$ cat src/hw/rtl/c8ex_pkg.sv
// c8ex_pkg: shared constants, codes, font table and control types of the
// CHIP-8 instruction executor. No dependencies.
package c8ex_pkg;

   localparam int MEM_BYTES     = 4096;
   localparam int STACK_DEPTH   = 16;
   localparam int SCREEN_WIDTH  = 64;
   localparam int SCREEN_HEIGHT = 32;
   localparam int FONT_BASE     = 0;
   localparam int PROGRAM_START = 512;
   localparam int FONT_BYTES    = 80;

   localparam int MEM_AW = $clog2(MEM_BYTES);
   localparam int SP_W   = $clog2(STACK_DEPTH);
   localparam int ROW_W  = $clog2(SCREEN_HEIGHT);
   localparam int COL_W  = $clog2(SCREEN_WIDTH);

   typedef enum logic [1:0] {
      CMD_EXEC      = 2'd0,
      CMD_WRITE_MEM = 2'd1,
      CMD_READ_MEM  = 2'd2,
      CMD_READ_DISP = 2'd3
   } cmd_type;

   localparam logic [3:0] OPG_SYS   = 4'h0;
   localparam logic [3:0] OPG_JP    = 4'h1;
   localparam logic [3:0] OPG_CALL  = 4'h2;
   localparam logic [3:0] OPG_SE_I  = 4'h3;
   localparam logic [3:0] OPG_SNE_I = 4'h4;
   localparam logic [3:0] OPG_SE_R  = 4'h5;
   localparam logic [3:0] OPG_LD_I  = 4'h6;
   localparam logic [3:0] OPG_ADD_I = 4'h7;
   localparam logic [3:0] OPG_ALU   = 4'h8;
   localparam logic [3:0] OPG_SNE_R = 4'h9;
   localparam logic [3:0] OPG_SET_I = 4'hA;
   localparam logic [3:0] OPG_JP_V0 = 4'hB;
   localparam logic [3:0] OPG_RND   = 4'hC;
   localparam logic [3:0] OPG_DRAW  = 4'hD;
   localparam logic [3:0] OPG_KEY   = 4'hE;
   localparam logic [3:0] OPG_MISC  = 4'hF;

   localparam logic [15:0] OP_CLS = 16'h00E0;
   localparam logic [15:0] OP_RET = 16'h00EE;

   localparam logic [3:0] ALU_MOV  = 4'h0;
   localparam logic [3:0] ALU_OR   = 4'h1;
   localparam logic [3:0] ALU_AND  = 4'h2;
   localparam logic [3:0] ALU_XOR  = 4'h3;
   localparam logic [3:0] ALU_ADD  = 4'h4;
   localparam logic [3:0] ALU_SUB  = 4'h5;
   localparam logic [3:0] ALU_SHR  = 4'h6;
   localparam logic [3:0] ALU_SUBN = 4'h7;
   localparam logic [3:0] ALU_SHL  = 4'hE;

   localparam logic [7:0] KEY_DOWN = 8'h9E;
   localparam logic [7:0] KEY_UP   = 8'hA1;

   localparam logic [7:0] F_GET_DT   = 8'h07;
   localparam logic [7:0] F_WAIT_KEY = 8'h0A;
   localparam logic [7:0] F_SET_DT   = 8'h15;
   localparam logic [7:0] F_SET_ST   = 8'h18;
   localparam logic [7:0] F_ADD_I    = 8'h1E;
   localparam logic [7:0] F_FONT     = 8'h29;
   localparam logic [7:0] F_BCD      = 8'h33;
   localparam logic [7:0] F_STORE    = 8'h55;
   localparam logic [7:0] F_LOAD     = 8'h65;

   localparam logic [11:0] REG_SEL_BASE = 12'd32;
   localparam logic [11:0] REG_SEL_END  = 12'd48;

   localparam logic [7:0] FONT_ROM [FONT_BYTES] = '{
      8'hF0, 8'h90, 8'h90, 8'h90, 8'hF0, 8'h20, 8'h60, 8'h20, 8'h20, 8'h70,
      8'hF0, 8'h10, 8'hF0, 8'h80, 8'hF0, 8'hF0, 8'h10, 8'hF0, 8'h10, 8'hF0,
      8'h90, 8'h90, 8'hF0, 8'h10, 8'h10, 8'hF0, 8'h80, 8'hF0, 8'h10, 8'hF0,
      8'hF0, 8'h80, 8'hF0, 8'h90, 8'hF0, 8'hF0, 8'h10, 8'h20, 8'h40, 8'h40,
      8'hF0, 8'h90, 8'hF0, 8'h90, 8'hF0, 8'hF0, 8'h90, 8'hF0, 8'h10, 8'hF0,
      8'hF0, 8'h90, 8'hF0, 8'h90, 8'h90, 8'hE0, 8'h90, 8'hE0, 8'h90, 8'hE0,
      8'hF0, 8'h80, 8'h80, 8'h80, 8'hF0, 8'hE0, 8'h90, 8'h90, 8'h90, 8'hE0,
      8'hF0, 8'h80, 8'hF0, 8'h80, 8'hF0, 8'hF0, 8'h80, 8'hF0, 8'h80, 8'h80
   };

   function automatic logic [7:0] font_byte(input logic [MEM_AW-1:0] a);
      logic [MEM_AW-1:0] off;
      off = a - MEM_AW'(FONT_BASE);
      if (a >= MEM_AW'(FONT_BASE) && off < MEM_AW'(FONT_BYTES)) begin
         return FONT_ROM[off[6:0]];
      end
      return 8'h00;
   endfunction

   typedef enum logic [3:0] {
      ST_NONE,
      ST_CLEAR,
      ST_RDX,
      ST_RDY,
      ST_EXEC,
      ST_CAPTURE,
      ST_DRAW_RD,
      ST_DRAW_WR,
      ST_STORE,
      ST_LOAD_RD,
      ST_LOAD_WR
   } step_type;

   typedef enum logic [2:0] {
      K_SIMPLE,
      K_READ,
      K_DRAW,
      K_STORE,
      K_LOAD
   } kind_type;

   typedef struct packed {
      step_type step;
   } dp_cmd_type;

   typedef struct packed {
      kind_type kind;
      logic     clear_last;
      logic     draw_done;
      logic     move_last;
   } dp_stat_type;

endpackage

$ cat src/hw/rtl/c8ex_ctrl.sv
// c8ex_ctrl: sequencer that steps the datapath through one item at a time
// and runs the memory clearing pass after reset. Depends on c8ex_pkg.
module c8ex_ctrl import c8ex_pkg::*; (
   input  logic        clock,
   input  logic        reset,
   input  logic        req_valid,
   output logic        req_ready,
   output logic        rsp_valid,
   input  logic        rsp_ready,
   output dp_cmd_type  dp_cmd,
   input  dp_stat_type dp_stat
);

   typedef enum logic [11:0] {
      S_IDLE    = 12'b000000000001,
      S_CLEAR   = 12'b000000000010,
      S_RDX     = 12'b000000000100,
      S_RDY     = 12'b000000001000,
      S_EXEC    = 12'b000000010000,
      S_CAPTURE = 12'b000000100000,
      S_DRAW_RD = 12'b000001000000,
      S_DRAW_WR = 12'b000010000000,
      S_STORE   = 12'b000100000000,
      S_LOAD_RD = 12'b001000000000,
      S_LOAD_WR = 12'b010000000000,
      S_RESP    = 12'b100000000000
   } state_type;

   state_type state_ff, state_in;

   assign req_ready = (state_ff == S_IDLE);
   assign rsp_valid = (state_ff == S_RESP);

   always_comb begin
      state_in = state_ff;
      case (state_ff)
         S_IDLE:    if (req_valid) state_in = S_RDX;
         S_CLEAR:   if (dp_stat.clear_last) state_in = S_IDLE;
         S_RDX:     state_in = S_RDY;
         S_RDY:     state_in = S_EXEC;
         S_EXEC: begin
            case (dp_stat.kind)
               K_READ:  state_in = S_CAPTURE;
               K_DRAW:  state_in = S_DRAW_RD;
               K_STORE: state_in = S_STORE;
               K_LOAD:  state_in = S_LOAD_RD;
               default: state_in = S_RESP;
            endcase
         end
         S_CAPTURE: state_in = S_RESP;
         S_DRAW_RD: state_in = dp_stat.draw_done ? S_RESP : S_DRAW_WR;
         S_DRAW_WR: state_in = S_DRAW_RD;
         S_STORE:   if (dp_stat.move_last) state_in = S_RESP;
         S_LOAD_RD: state_in = S_LOAD_WR;
         S_LOAD_WR: state_in = dp_stat.move_last ? S_RESP : S_LOAD_RD;
         S_RESP:    if (rsp_ready) state_in = S_IDLE;
         default:   state_in = S_IDLE;
      endcase
   end

   always_comb begin
      case (state_ff)
         S_CLEAR:   dp_cmd.step = ST_CLEAR;
         S_RDX:     dp_cmd.step = ST_RDX;
         S_RDY:     dp_cmd.step = ST_RDY;
         S_EXEC:    dp_cmd.step = ST_EXEC;
         S_CAPTURE: dp_cmd.step = ST_CAPTURE;
         S_DRAW_RD: dp_cmd.step = ST_DRAW_RD;
         S_DRAW_WR: dp_cmd.step = ST_DRAW_WR;
         S_STORE:   dp_cmd.step = ST_STORE;
         S_LOAD_RD: dp_cmd.step = ST_LOAD_RD;
         S_LOAD_WR: dp_cmd.step = ST_LOAD_WR;
         default:   dp_cmd.step = ST_NONE;
      endcase
   end

   always_ff @(posedge clock) begin
      if (reset) begin
         state_ff <= S_CLEAR;
      end else begin
         state_ff <= state_in;
      end
   end

   a_accept_starts: assert property (@(posedge clock) disable iff (reset)
      req_valid && req_ready |=> state_ff == S_RDX)
      else $error("accepted item did not start");
   a_resp_returns: assert property (@(posedge clock) disable iff (reset)
      rsp_valid && rsp_ready |=> req_ready && !rsp_valid)
      else $error("no return to idle after result");
   a_exclusive: assert property (@(posedge clock) disable iff (reset)
      !(req_ready && rsp_valid))
      else $error("ready while result pending");
   a_reset_clears: assert property (@(posedge clock)
      reset |=> state_ff == S_CLEAR || reset)
      else $error("reset did not start clearing pass");

endmodule

$ cat config.mk
export PLATFORM = sky130hd
export DESIGN_NAME = c8ex_ctrl
export DESIGN_NICKNAME = d
export VERILOG_FILES = /design/src/hw/rtl/c8ex_pkg.sv /design/src/hw/rtl/c8ex_ctrl.sv
export SDC_FILE = /design/constraint.sdc
export NUM_CORES = 1
export LEC_CHECK = 0
export CAP_MARGIN = 20
export CORE_MARGIN = 4
export CORE_UTILIZATION = 55
export CTS_CLUSTER_DIAMETER = 40
export DETAILED_ROUTE_END_ITERATION = 16
export DONT_BUFFER_PORTS = 1
export GPL_ROUTABILITY_DRIVEN = 1
export MAX_ROUTING_LAYER = met4
export PLACE_DENSITY = 0.82
export RECOVER_POWER = 100
export SLEW_MARGIN = 20
export SYNTH_ARGS = -nofsm -noshare
export SYNTH_HDL_FRONTEND = slang
export SYNTH_SLANG_ARGS = --single-unit
export TNS_END_PERCENT = 1
$ cat constraint.sdc
create_clock -name clock -period 1.7 [get_ports clock]
set_input_delay 0.255 -clock clock [delete_from_list [all_inputs] [get_ports clock]]
set_output_delay 0.255 -clock clock [all_outputs]
set_load 0.02 [all_outputs]
==> reports/qor.yml <==
async_flop_share: 0
synth_top_cell_area_share: 0.253
worstHoldStart: "reset"
min_period_ps: 2300
synthFlopType: "dfxtp_1"
r2r_start: "state_ff[9]"
die_x_um: 49.5
drt_iter0_markers: 108
synth_commonest_cells: "dfxtp_1 (12), nor2_1 (11), nor3_1 (8)"
synth_area_leaders: "dfxtp_1 (25%), nor4_2 (5.3%), buf_6 (4.7%), nor4_4 (4.5%), nor2_1 (4.4%)"
cp.arrival_ps: 2050
finalSetupTns_ps: -4250
cp_slowest_cell: "dfxtp_2"
cp-start-kind: "register"
die_h_um: 49.5
largest_reg_flops: 12
yosysMostFrequentCell: "dfxtp_1"
synth_top_area_cell: "dfxtp_1"
p_leak_nw: 0.637
final-setup-viol-count: 17
hold_depth: 1
pwr-share-seq: 0.424
reg_top3: "state_ff: 12 flops"
reg2reg_depth: 7
synth_cell_type_count: 43
synth_edf_count: 0
grt_pass1_wl_um: 5830
num_antenna_cells: 0
clock_latency_ps: 280
holdCritPathClass: "in2reg"
grt_max_degree: 9
p_switching_uw: 236
failed_checks: "setup timing"
skew_ps: 6.55
syn_to_final_growth_pct: 58.8
maxCapViolCount: 0
cts-root-buf: "clkbuf_4"
combPwrFrac: 0.321
cts_buffers: 3
cts_sinks: 12
initial_core_util: 0.608
relSlewSlack: 0.775
fmax_mhz: 435
post-place-ws_ps: -160
crit_type: "reg2out"
p_int_uw: 477
ys_ff_latch: 12
ir_drop_mv: 0.674
globalplace.congestion: 0.902
syn_inst: 110
viasPerCell: 7.53
setup_slack_ps: -600
cts_tree: "yes"
drive_above_1_share: 0.632
cpPeakStageDelay_ps: 340
drc: 0
setup.worst_path.start: "state_ff[11]"
pwr-share-clk: 0.255
clkTransAtPathRegs_ps: 80
antenna_found_initial: 0
cts.path.max_buffers: 2
regMostFlops: "state_ff"
rows: 14
htreeDepth: 1
critPathCaptureType: "primary output"
max_slew.worst_pin.slew_ps: 336
vias: 1287
io_buffers: 0
antenna_left: 0
outcome: "finished, violations left"
dieArea_mm2: 0.00245
drv_slew: 0
wl_um: 4860
ys_warn_count: 0
powerDensity_mw_per_mm2: 474
synth_nets: 120
syn_area_per_cell_um2: 8.62
switching_share: 0.331
dp_hpwl_um: 2390
rsz0062_at_grt: "yes"
fin_nets: 167
core_mm2: 0.00156
period_share: 1.35
syn_area_um2: 948
crit_required_ps: 1440
overflow: 0
design.portCount: 16
worstPathCellList: "buf_6 > nor4_4 > nand2_1 > nor3_2 > nand3b_1 > o311ai_2 > buf_4"
yosysSeqAreaShare: 0.253
hold_violations: 0
critPathMaxFanout: 5
grt.total_usage: 0.325
grt_pass1_vias: 1162
routed_wire_length_per_instance_um: 28.4
drt_pass1_iterations: 4
[logic make-up (layout without fill, tap and decap cells)]
group,after synthesis,after routing,synth area share
and+or+nand+nor,64,64,0.480
AOI/OAI and AO/OA,18,18,0.135
buffers and inverters,10,55,0.0765
xor gates and xnor gates,6,6,0.0554
DFF,12,12,0.253
[cells in the final DEF, fill, tap and decap left out, types with 2 or more instances in the layout]
| master | count |
|---|---|
| dfxtp_2 | 9 |
| nand3_1 | 2 |
| a31oi_1 | 2 |
| nand3b_1 | 2 |
| o21ai_0 | 2 |
| buf_6 | 9 |
| or4b_2 | 2 |
| nor4b_1 | 2 |
| a32oi_1 | 2 |
| or3_4 | 2 |
| nand2_1 | 7 |
| or4b_4 | 2 |
| nor2_1 | 8 |
| nor2b_1 | 4 |
| buf_4 | 40 |
| nand3_2 | 2 |
| inv_1 | 3 |
| nor4_4 | 7 |
| xnor2_1 | 2 |
| nor2_2 | 2 |
| nor3b_2 | 2 |
| nor3_2 | 4 |
| nor3_1 | 4 |
| or4_1 | 2 |
| dfxtp_1 | 2 |
| or4_4 | 2 |
| clkbuf_4 | 3 |
| xor2_1 | 3 |
[metal layers]
metal  vias to the layer above  part of all wire  track usage
li1                        509                 -            -
met1                       583              0.34        0.372
met2                       142              0.45        0.513
met3                        53              0.13       0.0813
met4                         0             0.083        0.189
met5                         -                 0            -
[power by group through the flow]
stage | clock network (mW) | logic (mW) | registers, mW
after detailed placement | 0 | 0.169 | 0.305
after floorplan | 0 | 0.113 | 0.297
after global routing | 0.198 | 0.239 | 0.303
after CTS | 0.184 | 0.184 | 0.299
final | 0.182 | 0.229 | 0.302
after global placement | 0 | 0.162 | 0.304
[what timing repair did]
action                                  in CTS  in global routing
hold buffers                                 0                  0
endpoints found under the hold margin        0                  0
resized for setup                           13                 34
pin swaps                                    6                  9
buffers inserted                             1                  5
endpoints found under the setup margin      15                 17
[worst paths after layout]
kind,to,slack (ps)
worst max-delay path,dp_cmd[0],-600
worst max register to register,state_ff[11],-270
worst min register to register,state_ff[10],710
worst min-delay path,state_ff[8],40
[worst max-delay path: cells and delay by family (launching register included)]
family,cells,cell delay [ps]
and+or+nand+nor,4,970
DFF,1,340
AOI/OAI and AO/OA,1,140
buffers and inverters,2,320
[cell type report]
type	instances	area (um2)
fillers	28	52.6
well taps	16	20.0
multi-input cells	88	796
flip-flops and latches	12	255
clock buffers	3	22.5
repair buffers	49	402
inverters	3	11.3
[through the flow]
stage          total power [mW]  utilization  instance area, um2  cells  hold WS, ps
2_1_floorplan             0.410            -                 961    110          327
3_3_place_gp              0.466        0.797                1240    162          332
3_5_place_dp              0.474        0.797                1240    162          330
4_1_cts                   0.667        0.864                1350    166         31.0
5_1_grt                   0.739        0.966                1510    171         30.3
6_report                  0.713        0.966                1510    171         41.3
No activity file was read; power rests on OpenSTA's default activity.
